$ cat src/design/sad_pkg.sv
// Shared types, widths and codes for the sunrise alarm dimmer.
package sad_pkg;

	// Field widths
	localparam int unsigned NOW_W    = 32;
	localparam int unsigned HOUR_W   = 5;
	localparam int unsigned MIN_W    = 6;
	localparam int unsigned RISE_W   = 8;
	localparam int unsigned LEVEL_W  = 10;
	localparam int unsigned MODE_W   = 2;

	// Stream widths (tdata padded to whole bytes)
	localparam int unsigned S_DATA_W = 48;
	localparam int unsigned M_DATA_W = 24;

	// Ramp arithmetic: span = rise * 60 <= 15300 fits 14 bits,
	// elapsed * target fits 24 bits
	localparam int unsigned SECS_PER_MIN = 60;
	localparam int unsigned SPAN_W       = 14;
	localparam int unsigned PROD_W       = SPAN_W + LEVEL_W;

	// Level limits
	localparam int unsigned FIELD_MAX     = 1023;
	localparam int unsigned LEVEL_MAX_DEF = 1023;

	// Configuration port
	localparam int unsigned CFG_IDX_W  = 3;
	localparam int unsigned CFG_DATA_W = 10;

	localparam logic [CFG_IDX_W-1:0] CFG_ALARM_ENABLED = 3'd0;
	localparam logic [CFG_IDX_W-1:0] CFG_ALARM_HOUR    = 3'd1;
	localparam logic [CFG_IDX_W-1:0] CFG_ALARM_MINUTE  = 3'd2;
	localparam logic [CFG_IDX_W-1:0] CFG_RISE_MINUTES  = 3'd3;
	localparam logic [CFG_IDX_W-1:0] CFG_YELLOW_TARGET = 3'd4;
	localparam logic [CFG_IDX_W-1:0] CFG_WHITE_TARGET  = 3'd5;

	// Alarm modes
	localparam logic [MODE_W-1:0] MODE_WAITING   = 2'd0;
	localparam logic [MODE_W-1:0] MODE_ALARMING  = 2'd1;
	localparam logic [MODE_W-1:0] MODE_CANCELLED = 2'd2;

	// Input item kinds
	localparam logic KIND_TICK   = 1'b0;
	localparam logic KIND_CANCEL = 1'b1;

endpackage

$ cat src/design/sunrise_alarm_dimmer.sv
// Sunrise alarm dimmer: mode sequencer, ramp arithmetic and stream ports.
//
// Each accepted item is a one-second tick (tuser 0) or a cancel request (tuser 1) and gives
// exactly one result. Cancels and non-ramping ticks pass from the EVAL state through WRITE to
// the output register, and the next item can be taken once the result is loaded. A ramping
// tick in alarming computes yellow then white level as elapsed * target / (rise_minutes * 60)
// on one multiplier and one shared 24-step restoring divider; each channel runs the product,
// the divider start, the 24 steps and done. With a zero ramp length the divider is skipped.
// The block takes no new item until the current one has been written to the output register,
// which may still be waiting on m_tready when the next item is taken. Levels saturate at
// min(LEVEL_MAX, 1023).
module sunrise_alarm_dimmer #(
	parameter int unsigned LEVEL_MAX = sad_pkg::LEVEL_MAX_DEF
) (
	input  logic                           clk,
	input  logic                           arst_n,
	// configuration
	input  logic                           cfg_we,
	input  logic [sad_pkg::CFG_IDX_W-1:0]  cfg_index,
	input  logic [sad_pkg::CFG_DATA_W-1:0] cfg_wdata,
	// input stream
	input  logic                           s_tvalid,
	output logic                           s_tready,
	// now_seconds[31:0], hour_of_day[36:32], minute_of_hour[42:37], zero[47:43]
	input  logic [sad_pkg::S_DATA_W-1:0]   s_tdata,
	// kind[0]
	input  logic                           s_tuser,
	// output stream
	output logic                           m_tvalid,
	input  logic                           m_tready,
	// mode[1:0], alarm_started[2], levels_valid[3], yellow_level[13:4], white_level[23:14]
	output logic [sad_pkg::M_DATA_W-1:0]   m_tdata
);
	import sad_pkg::*;

	localparam logic [LEVEL_W-1:0] LEVEL_SAT =
		(LEVEL_MAX < FIELD_MAX) ? LEVEL_W'(LEVEL_MAX) : LEVEL_W'(FIELD_MAX);

	// Sequencer states
	localparam int unsigned ST_W = 3;
	localparam logic [ST_W-1:0] ST_IDLE   = 3'd0;
	localparam logic [ST_W-1:0] ST_EVAL   = 3'd1;
	localparam logic [ST_W-1:0] ST_MUL    = 3'd2;
	localparam logic [ST_W-1:0] ST_DIV_GO = 3'd3;
	localparam logic [ST_W-1:0] ST_DIV_WT = 3'd4;
	localparam logic [ST_W-1:0] ST_WRITE  = 3'd5;

	// Configuration registers
	logic               enabled_q;
	logic [HOUR_W-1:0]  alarm_hour_q;
	logic [MIN_W-1:0]   alarm_minute_q;
	logic [RISE_W-1:0]  rise_q;
	logic [LEVEL_W-1:0] yellow_tgt_q;
	logic [LEVEL_W-1:0] white_tgt_q;

	// Alarm state
	logic [MODE_W-1:0]  mode_q;
	logic [NOW_W-1:0]   start_q;
	logic [NOW_W-1:0]   end_q;

	// Captured item
	logic               kind_q;
	logic [NOW_W-1:0]   now_q;
	logic [HOUR_W-1:0]  hour_q;
	logic [MIN_W-1:0]   minute_q;

	// Work registers
	logic [ST_W-1:0]    state_q;
	logic               chan_q;
	logic [SPAN_W-1:0]  elapsed_q;
	logic [PROD_W-1:0]  prod_q;
	logic               started_q;
	logic               valid_q;
	logic [LEVEL_W-1:0] ylev_q;
	logic [LEVEL_W-1:0] wlev_q;

	// Output register
	logic                m_tvalid_q;
	logic [M_DATA_W-1:0] m_tdata_q;

	// Combinational helpers
	logic               match;
	logic [SPAN_W-1:0]  span;
	logic               span_zero;
	logic [NOW_W:0]     end_sum;
	logic [NOW_W-1:0]   end_sat;
	logic [NOW_W-1:0]   elapsed_full;
	logic [LEVEL_W-1:0] tgt_sel;
	logic [PROD_W-1:0]  lvl_raw;
	logic [LEVEL_W-1:0] lvl_sat;
	logic               div_start;
	logic               div_done;
	logic [PROD_W-1:0]  div_quo;
	logic               in_xfer;
	logic               out_load;

	assign in_xfer   = s_tvalid && s_tready;
	assign s_tready  = (state_q == ST_IDLE);
	assign match     = (hour_q == alarm_hour_q) && (minute_q == alarm_minute_q);
	assign span      = SPAN_W'(rise_q) * SPAN_W'(SECS_PER_MIN);
	assign span_zero = (rise_q == '0);
	assign out_load  = (state_q == ST_WRITE) && (!m_tvalid_q || m_tready);

	// Ramp end, saturating at the top of the seconds range
	assign end_sum = {1'b0, now_q} + {{(NOW_W+1-SPAN_W){1'b0}}, span};
	assign end_sat = end_sum[NOW_W] ? '1 : end_sum[NOW_W-1:0];

	// Elapsed never exceeds the span fixed at alarm start
	assign elapsed_full = now_q - start_q;

	// Level select and saturation, shared by both channels
	assign tgt_sel   = chan_q ? white_tgt_q : yellow_tgt_q;
	assign lvl_raw   = span_zero ? PROD_W'(tgt_sel) : div_quo;
	assign lvl_sat   = (lvl_raw > PROD_W'(LEVEL_SAT)) ? LEVEL_SAT : lvl_raw[LEVEL_W-1:0];
	assign div_start = (state_q == ST_DIV_GO);

	sad_div #(
		.DVD_W (PROD_W),
		.DVS_W (SPAN_W)
	) u_div (
		.clk      (clk),
		.arst_n   (arst_n),
		.start    (div_start),
		.dividend (prod_q),
		.divisor  (span),
		.done     (div_done),
		.quotient (div_quo)
	);

	// Configuration writes
	always_ff @(posedge clk or negedge arst_n) begin
		if (!arst_n) begin
			enabled_q      <= 1'b0;
			alarm_hour_q   <= HOUR_W'(7);
			alarm_minute_q <= '0;
			rise_q         <= RISE_W'(15);
			yellow_tgt_q   <= LEVEL_W'(255);
			white_tgt_q    <= LEVEL_W'(255);
		end else if (cfg_we) begin
			unique case (cfg_index)
				CFG_ALARM_ENABLED: enabled_q      <= cfg_wdata[0];
				CFG_ALARM_HOUR:    alarm_hour_q   <= cfg_wdata[HOUR_W-1:0];
				CFG_ALARM_MINUTE:  alarm_minute_q <= cfg_wdata[MIN_W-1:0];
				CFG_RISE_MINUTES:  rise_q         <= cfg_wdata[RISE_W-1:0];
				CFG_YELLOW_TARGET: yellow_tgt_q   <= cfg_wdata[LEVEL_W-1:0];
				CFG_WHITE_TARGET:  white_tgt_q    <= cfg_wdata[LEVEL_W-1:0];
				default: ;
			endcase
		end
	end

	// Item capture
	always_ff @(posedge clk) begin
		if (in_xfer) begin
			kind_q   <= s_tuser;
			now_q    <= s_tdata[NOW_W-1:0];
			hour_q   <= s_tdata[NOW_W+HOUR_W-1:NOW_W];
			minute_q <= s_tdata[NOW_W+HOUR_W+MIN_W-1:NOW_W+HOUR_W];
		end
	end

	// Product of elapsed time and target, registered ahead of the divider
	always_ff @(posedge clk) begin
		if (state_q == ST_MUL) begin
			prod_q <= PROD_W'(elapsed_q) * PROD_W'(tgt_sel);
		end
	end

	// Sequencer and alarm state
	always_ff @(posedge clk or negedge arst_n) begin
		if (!arst_n) begin
			state_q    <= ST_IDLE;
			mode_q     <= MODE_WAITING;
			start_q    <= '0;
			end_q      <= '0;
			chan_q     <= 1'b0;
			elapsed_q  <= '0;
			started_q  <= 1'b0;
			valid_q    <= 1'b0;
			ylev_q     <= '0;
			wlev_q     <= '0;
		end else begin
			unique case (state_q)
				ST_IDLE: begin
					if (in_xfer) begin
						state_q <= ST_EVAL;
					end
				end
				ST_EVAL: begin
					ylev_q <= '0;
					wlev_q <= '0;
					chan_q <= 1'b0;
					if (kind_q == KIND_CANCEL) begin
						started_q <= 1'b0;
						valid_q   <= 1'b0;
						state_q   <= ST_WRITE;
						if (mode_q == MODE_ALARMING) begin
							mode_q <= MODE_CANCELLED;
						end
					end else begin
						unique case (mode_q)
							MODE_ALARMING: begin
								started_q <= 1'b0;
								if (now_q > end_q) begin
									mode_q  <= MODE_WAITING;
									valid_q <= 1'b0;
									state_q <= ST_WRITE;
								end else begin
									elapsed_q <= (now_q >= start_q) ?
										elapsed_full[SPAN_W-1:0] : '0;
									valid_q   <= 1'b1;
									state_q   <= ST_MUL;
								end
							end
							MODE_CANCELLED: begin
								started_q <= 1'b0;
								valid_q   <= 1'b0;
								state_q   <= ST_WRITE;
								if (!match) begin
									mode_q <= MODE_WAITING;
								end
							end
							default: begin
								// waiting, and the unused code
								valid_q <= 1'b0;
								state_q <= ST_WRITE;
								if (enabled_q && match) begin
									mode_q    <= MODE_ALARMING;
									start_q   <= now_q;
									end_q     <= end_sat;
									started_q <= 1'b1;
								end else begin
									mode_q    <= MODE_WAITING;
									started_q <= 1'b0;
								end
							end
						endcase
					end
				end
				ST_MUL: begin
					if (span_zero) begin
						// zero rise time: level is the target itself
						if (chan_q) begin
							wlev_q  <= lvl_sat;
							state_q <= ST_WRITE;
						end else begin
							ylev_q  <= lvl_sat;
							chan_q  <= 1'b1;
						end
					end else begin
						state_q <= ST_DIV_GO;
					end
				end
				ST_DIV_GO: begin
					state_q <= ST_DIV_WT;
				end
				ST_DIV_WT: begin
					if (div_done) begin
						if (chan_q) begin
							wlev_q  <= lvl_sat;
							state_q <= ST_WRITE;
						end else begin
							ylev_q  <= lvl_sat;
							chan_q  <= 1'b1;
							state_q <= ST_MUL;
						end
					end
				end
				ST_WRITE: begin
					if (out_load) begin
						state_q <= ST_IDLE;
					end
				end
				default: begin
					state_q <= ST_IDLE;
				end
			endcase
		end
	end

	// Output register: loads the finished result, clears once taken
	always_ff @(posedge clk or negedge arst_n) begin
		if (!arst_n) begin
			m_tvalid_q <= 1'b0;
			m_tdata_q  <= '0;
		end else if (out_load) begin
			m_tvalid_q <= 1'b1;
			m_tdata_q  <= {wlev_q, ylev_q, valid_q, started_q, mode_q};
		end else if (m_tready) begin
			m_tvalid_q <= 1'b0;
		end
	end

	assign m_tvalid = m_tvalid_q;
	assign m_tdata  = m_tdata_q;

endmodule

$ cat src/design/sad_div.sv
// Restoring divider, one quotient bit per cycle.
module sad_div #(
	parameter int unsigned DVD_W = sad_pkg::PROD_W,
	parameter int unsigned DVS_W = sad_pkg::SPAN_W
) (
	input  logic             clk,
	input  logic             arst_n,
	input  logic             start,
	input  logic [DVD_W-1:0] dividend,
	input  logic [DVS_W-1:0] divisor,
	output logic             done,
	output logic [DVD_W-1:0] quotient
);
	localparam int unsigned CNT_W = (DVD_W > 1) ? $clog2(DVD_W) : 1;
	localparam logic [CNT_W-1:0] CNT_LAST = CNT_W'(DVD_W - 1);

	logic             busy_q;
	logic             done_q;
	logic [CNT_W-1:0] cnt_q;
	logic [DVS_W:0]   rem_q;
	logic [DVD_W-1:0] quo_q;
	logic [DVS_W-1:0] dvs_q;

	logic [DVS_W:0]   rem_shift;
	logic [DVS_W+1:0] rem_diff;

	// Shift in next dividend bit and trial-subtract the divisor
	assign rem_shift = {rem_q[DVS_W-1:0], quo_q[DVD_W-1]};
	assign rem_diff  = {1'b0, rem_shift} - {2'b00, dvs_q};

	// Control
	always_ff @(posedge clk or negedge arst_n) begin
		if (!arst_n) begin
			busy_q <= 1'b0;
			done_q <= 1'b0;
			cnt_q  <= '0;
		end else begin
			done_q <= busy_q && !start && (cnt_q == CNT_LAST);
			if (start) begin
				busy_q <= 1'b1;
				cnt_q  <= '0;
			end else if (busy_q) begin
				cnt_q <= cnt_q + CNT_W'(1);
				if (cnt_q == CNT_LAST) begin
					busy_q <= 1'b0;
				end
			end
		end
	end

	// Datapath
	always_ff @(posedge clk) begin
		if (start) begin
			rem_q <= '0;
			quo_q <= dividend;
			dvs_q <= divisor;
		end else if (busy_q) begin
			if (!rem_diff[DVS_W+1]) begin
				rem_q <= rem_diff[DVS_W:0];
				quo_q <= {quo_q[DVD_W-2:0], 1'b1};
			end else begin
				rem_q <= rem_shift;
				quo_q <= {quo_q[DVD_W-2:0], 1'b0};
			end
		end
	end

	assign done     = done_q;
	assign quotient = quo_q;

endmodule

$ cat config.mk
export PLATFORM = sky130hd
export DESIGN_NAME = sunrise_alarm_dimmer
export DESIGN_NICKNAME = d
export VERILOG_FILES = /design/src/design/sad_pkg.sv /design/src/design/sunrise_alarm_dimmer.sv /design/src/design/sad_div.sv
export SDC_FILE = /design/constraint.sdc
export NUM_CORES = 1
export LEC_CHECK = 0
export ABC_AREA = 1
export BUFFER_PORTS_ARGS = -buffer_cell sky130_fd_sc_hd__buf_4
export CAP_MARGIN = 5
export CORE_MARGIN = 4
export CORE_UTILIZATION = 27
export CTS_CLUSTER_SIZE = 28
export DETAILED_ROUTE_END_ITERATION = 8
export GPL_ROUTABILITY_DRIVEN = 0
export GPL_TIMING_DRIVEN = 0
export PLACE_DENSITY = 0.4
export REMOVE_ABC_BUFFERS = 1
export SLEW_MARGIN = 20
export SYNTH_ARGS = -nofsm -noshare
export SYNTH_HDL_FRONTEND = slang
export SYNTH_HIERARCHICAL = 1
export SYNTH_SLANG_ARGS = --single-unit
$ cat constraint.sdc
create_clock -name clk -period 8.89 [get_ports clk]
set_clock_uncertainty 0.2 [all_clocks]
set_input_delay 1.778 -clock clk [delete_from_list [all_inputs] [get_ports clk]]
set_output_delay 1.778 -clock clk [all_outputs]
set_load 0.02 [all_outputs]
After elaboration in Yosys (flattened, before gate mapping):

Cells that the tools add are included.

* memory bits (read-only): 0
* bits in writable memories: 0
* output and inout port bits: 26
* bits in latches: 0
* word-level logic and storage cells: 140
* bits of input ports: 67
* memories: 0
* bits in registers: 296

* mux-type cells: 49
* eq/ne operators: 23
* reduce and logical (&&, ||, !) cells: 27
* multipliers: 2
* order comparisons: 3
* shift operators: 0
* $add $sub $neg: 4
* div/mod/pow operators: 0
* bitwise operators: 3

Operator list (count)
* $mux W10: 8
* $mux W24: 3
* $pmux W10 S3: 2
* $add A32 B14 Y33: 1
* $ge A32 B32 Y1: 1
* $gt A32 B32 Y1: 1
* $mux W32: 1
* $mux W14: 2
* $mux W3: 9
* $gt A24 B10 Y1 const B: 1
* $mul A14 B10 Y24: 1
* $pmux W3 S6: 1
* $reduce_and A4 Y1: 4
* $sub A15 B14 Y16: 1
* $mux W1: 15
* $sub A14 B14 Y14: 1
* $eq A3 B2 Y1 const B: 4
* $eq A3 B3 Y1 const B: 4
* $mul A8 B4 Y12 const B: 1
* $reduce_and A2 Y1: 6
* $mux W5: 2
* $logic_not A8 Y1: 1
* $mux W2: 4
* $eq A3 B1 Y1 const B: 2
* 21 further kinds: 35

Logic depth before layout (Yosys ltp):

* depth after elaboration: 7
* gate-level depth with buffers: 27
* gate-level depth less buffers: 27

By module:

Netlist, hierarchy kept.

By module, submodules not included
* sunrise_alarm_dimmer: cells each 2065, times used 1, seq. area each 6349.8 µm², area an instance 17837.1 µm²
* sad_div: cells each 429, times used 1, seq. area each 1596.5 µm², area an instance 3407.0 µm²

Least setup slack after synthesis:

Ideal clock, no wire load.

* path type: reg-to-reg
* start: register chan_q
* end: register prod_q[17] (data pin)
* buffers on the path: 2
* path slack: 3.254 ns
* library setup time: 0.261 ns
* stages on the path, launching flop included: 26
* data required time: 8.429 ns
* period minus slack after synthesis: 5.636 ns
* arrival time: 5.175 ns
* cells stage by stage: dfrtp_1 buf_2 or2_2 nand2_1 inv_1 clkbuf_1 nand2_1 fa_1 inv_1 fa_1 inv_1 fa_1 inv_1 fa_1 inv_1 fa_1 inv_1 ha_1 a21o_1 a21oi_1 o21ai_0 inv_1 nand2_1 nand3_1 nand2_1 xor2_1

* word-level cells in the longest chain between the ends: 2

RTL lines
* start: declaration: RTL line sunrise_alarm_dimmer.sv:69 `logic chan_q;`
* start signal: assignment: RTL line sunrise_alarm_dimmer.sv:176 `chan_q <= 1'b0;`
* start signal: assignment: RTL line sunrise_alarm_dimmer.sv:192 `chan_q <= 1'b0;`
* start signal: assignment: RTL line sunrise_alarm_dimmer.sv:248 `chan_q <= 1'b1;`
* $mux W10: RTL line sunrise_alarm_dimmer.sv:112 `assign tgt_sel = chan_q ? white_tgt_q : yellow_tgt_q;`
* $mul A14 B10 Y24: RTL line sunrise_alarm_dimmer.sv:165 `prod_q <= PROD_W'(elapsed_q) * PROD_W'(tgt_sel);`
* end signal: assignment: RTL line sunrise_alarm_dimmer.sv:165
* end: declaration: RTL line sunrise_alarm_dimmer.sv:71 `logic [PROD_W-1:0] prod_q;`

No other way between the ends.
A chain may end at the register's enable or synchronous reset.

Worst setup path in the final report:

* start: register chan_q
* end: register prod_q[20] (data pin)

The elaborated chain is that of the path after synthesis.

==> results.json <==
{
  "status": "completed",
  "die_x_um": 289,
  "io_buffer_count": 87,
  "drive_above_1_share_pct": 11.6,
  "synth_xor_area_share_pct": 2.51,
  "ctsResizeCount": 0,
  "critPathLaunchType": "flip-flop",
  "setup_viol": 0,
  "p_sw_share_pct": 43.3,
  "pwr_density_cell_nw_per_um2": 276,
  "ys.warnings.count": 6,
  "cts_tree": "yes",
  "worstPathMaxFanout": 17,
  "n_fill_cell": 8267,
  "synth-async-reset-ratio_pct": 59.7,
  "internal-power_w": 0.00380,
  "setup_tns_ps": 0,
  "synth-compound-area-share_pct": 8.38,
  "drt_drc_violations_left": 0,
  "clockPowerShare_pct": 22.8,
  "dr.pass1.iters": 5,
  "synth_edf_count": 106,
  "synth_largest_area_cell": "dfrtp_1",
  "hpwl_um": 43100,
  "first_iter_violations": 870,
  "synth_top_family_by_area": "simple AND/OR/NAND/NOR gates",
  "path_cells": "inv_2 > or2_2 > o21ai_2 > inv_1 > nand2_1 > fa_1 > fa_1 > inv_1 > fa_1 > fa_1 > fa_1 > ha_1 > a21oi_1 > o21ai_0 > a21oi_1 > o21ai_0 > nand3_1 > nand2_1 > nand2_1 > nand2_1 > nand2_1 > nand2_1",
  "start_util_pct": 27.3,
  "cts-root-buf": "clkbuf_16",
  "crit_slowest_cell": "dfrtp_1",
  "yosysTopAreaCellShare_pct": 18.3,
  "yosys.area_share.simple_pct": 21.2,
  "synth_fa_ha_area_share_pct": 20.4,
  "cap_violations": 0,
  "syn_avg_cell_area_um2": 8.52,
  "layout.nets": 2928,
  "rows": 102,
  "grt.total_usage_pct": 13.6,
  "postCtsSetupRepairBufs": 0,
  "grt_antenna_before_repair": 1,
  "grt_max_degree": 84,
  "clock_latency_ps": 560,
  "vias": 16189,
  "grt_pass1_wl_um": 90600,
  "numCtsBuffers": 39,
  "switchingPower_w": 0.00290,
  "fmax_mhz": 141,
  "cts_hold_buf": 0,
  "relSlewSlack_pct": 37.6,
  "period_minus_slack_ps": 7110,
  "synth_cell_types": 62,
  "io_pins": 93,
  "via_per_inst": 4.43,
  "clkTransAtPathRegs_ps": 50,
  "finalWorstSetupSlack_ps": 1780,
  "worstSetupPathType": "reg2reg",
  "slowest_delay_ps": 870,
  "grt_pass1_vias": 16845,
  "cts_buffer_depth": 3,
  "syn_inst": 2494,
  "arrival_ps": 7210,
  "holdCritPathClass": "reg2reg",
  "drv_slew": 0,
  "critPathCaptureType": "flip-flop",
  "tightest_slew_ps": 933,
  "dieArea_um2": 83200,
  "rsz0062_at_grt": "false",
  "pwr-share-seq_pct": 30.8,
  "hold_violations": 0,
  "grt-ovfl-total": 0,
  "htree_num_levels": 2,
  "dp_slack_ps": 1760,
  "clock-sinks": 298,
  "ys_seq_area_share_pct": 37.4,
  "p_leak_nw": 12.0,
  "wl_per_cell_um": 15.1,
  "core-area_um2": 77700,
  "ys_ff_latch": 298,
  "min_period_over_period_pct": 80.0,
  "fp.dieH_um": 289,
  "critical_path_required_ps": 8990,
  "wl_um": 55200,
  "area_delta_synth_final_pct": 14.5,
  "peakVddDrop_mv": 0.129,
  "synth_area_leaders": "dfrtp_1 18%, edfxtp_1 15%, nand2_1 11%, fa_1 10%, ha_1 10%",
  "syn_area_um2": 21200,
  "ys.flop_type": "dfrtp_1",
  "synthMuxAreaShare_pct": 1.06,
  "pwr-share-comb_pct": 46.5,
  "crit_path_frequent_cell": "nand2_1",
  "postRouteAntennaNets": 0
}
-- sequential cells by signal, indices dropped and copies added (netlist names), 14 cells and up --
signal and flops:
prod_q 24, now_q 32, u_div/rem_q 14, u_div/dvs_q 14, m_tdata 24, u_div/quotient 24
elapsed_q 14, end_q 32, start_q 32
-- logic make-up (layout without fill, tap and decap cells) --
group           after synthesis  count (layout)
other cells                   1               3
simple gates               1054            1054
flops                       298             298
mux                          20              20
compound gates              310             310
buf+inv                     469             585
fa+ha+maj                   281             281
xor+xnor                     61              61
-- area by class of cell --
class / count / area (µm²) / area share, %
clock inverters: 18 / 158 / 0.648
well taps: 1040 / 1300 / 5.35
diodes: 1 / 2.50 / 0.0103
clock buffers: 54 / 1080 / 4.46
inverters: 412 / 1550 / 6.38
repair buffers: 101 / 830 / 3.41
multi-input cells: 1728 / 11400 / 47.1
flip-flops and latches: 298 / 7950 / 32.7
-- final timing paths --
kind	end	from	slack [ps]	cells after the start
max in group asynchronous	m_tdata[19]$_DFFE_PN0P_	arst_n	6450	3
hold / removal	u_div/rem_q[8]$_SDFFE_PP0P_	u_div/rem_q[8]$_SDFFE_PP0P_	270	2
hold reg to reg	u_div/rem_q[8]$_SDFFE_PP0P_	u_div/rem_q[8]$_SDFFE_PP0P_	270	2
setup reg to reg	prod_q[20]$_DFFE_PN_	chan_q$_DFFE_PN0P_	1780	22
min in group asynchronous	start_q[22]$_DFFE_PN0P_	arst_n	870	1
setup / recovery	prod_q[20]$_DFFE_PN_	chan_q$_DFFE_PN0P_	1780	22
-- cell usage in the layout (no fill, tap or decap), types with 8 or more instances in the layout --
cell	synthesis	routed
nand3_1	96	96
buf_4	7	94
a21o_1	10	10
nand4_1	29	29
xnor2_1	29	29
ha_1	171	171
o21ai_0	111	111
nor3_1	17	15
nand2_1	640	639
a21oi_1	115	115
o21ai_2	27	30
nand3b_1	10	10
dfrtp_1	155	155
or2_2	26	26
mux2_2	20	20
clkbuf_1	23	11
edfxtp_1	106	106
fa_1	110	110
dfxtp_1	14	14
o21ai_1	12	9
o211ai_1	9	9
nor2_1	188	187
inv_1	405	405
xor2_1	32	32
nand3_2	12	12
clkinv_1	3	8
dfstp_2	23	23
clkbuf_16	0	40
-- power by group through the flow --
stage | logic (W) | registers [W] | clock network [W]
after detailed placement | 0.00314 | 0.00209 | 0
after global placement | 0.00309 | 0.00210 | 0
after global routing | 0.00355 | 0.00211 | 0.00166
after floorplan | 0.00215 | 0.00204 | 0
final | 0.00311 | 0.00206 | 0.00153
after CTS | 0.00315 | 0.00207 | 0.00160
-- stage by stage --
stage	cell area, µm²	instances	hold WS, ps	power (W)	utilization [%]
detailed placement	23100	3579	265	0.00523	29.7
CTS	24300	3651	274	0.00682	31.3
global route	24300	3651	299	0.00732	31.3
global placement	22900	3565	261	0.00519	29.4
floorplan	20900	2438	243	0.00419	-
finish	24300	3652	270	0.00670	31.3
-- cells in the mapped netlist (all sizes together) (2+ instances only) --
master / number
nand2: 649
inv: 408
nor2: 192
ha: 171
dfrtp: 155
o21ai: 150
a21oi: 119
fa: 110
nand3: 108
edfxtp: 106
buf: 32
xor2: 32
nand4: 30
or2: 29
xnor2: 29
clkbuf: 25
dfstp: 23
nor3: 23
mux2: 20
dfxtp: 14
a21o: 10
nand3b: 10
o211ai: 9
nor4: 8
a31oi: 5
o221ai: 5
clkinv: 4
o21bai: 4
and2: 3
a211oi: 2
a21boi: 2
-- routing by layer --
layer  routed length (µm)  vias to the layer above  global-route usage [%]
met1                27600                     7766                    19.6
met3                 2150                       71                    1.98
met5                    0                        -                       0
met2                24200                      220                    21.4
li1                     -                     8132                       -
met4                 1210                        0                    3.50
-- worst max-delay path: cells and delay by family (launching register included) --
kind,cells,cell delay [ps]
fa+ha+maj,6,2910
simple gates,8,1010
flops,1,870
buf+inv,3,760
compound gates,5,1090
No activity file was read; power rests on OpenSTA's default activity.
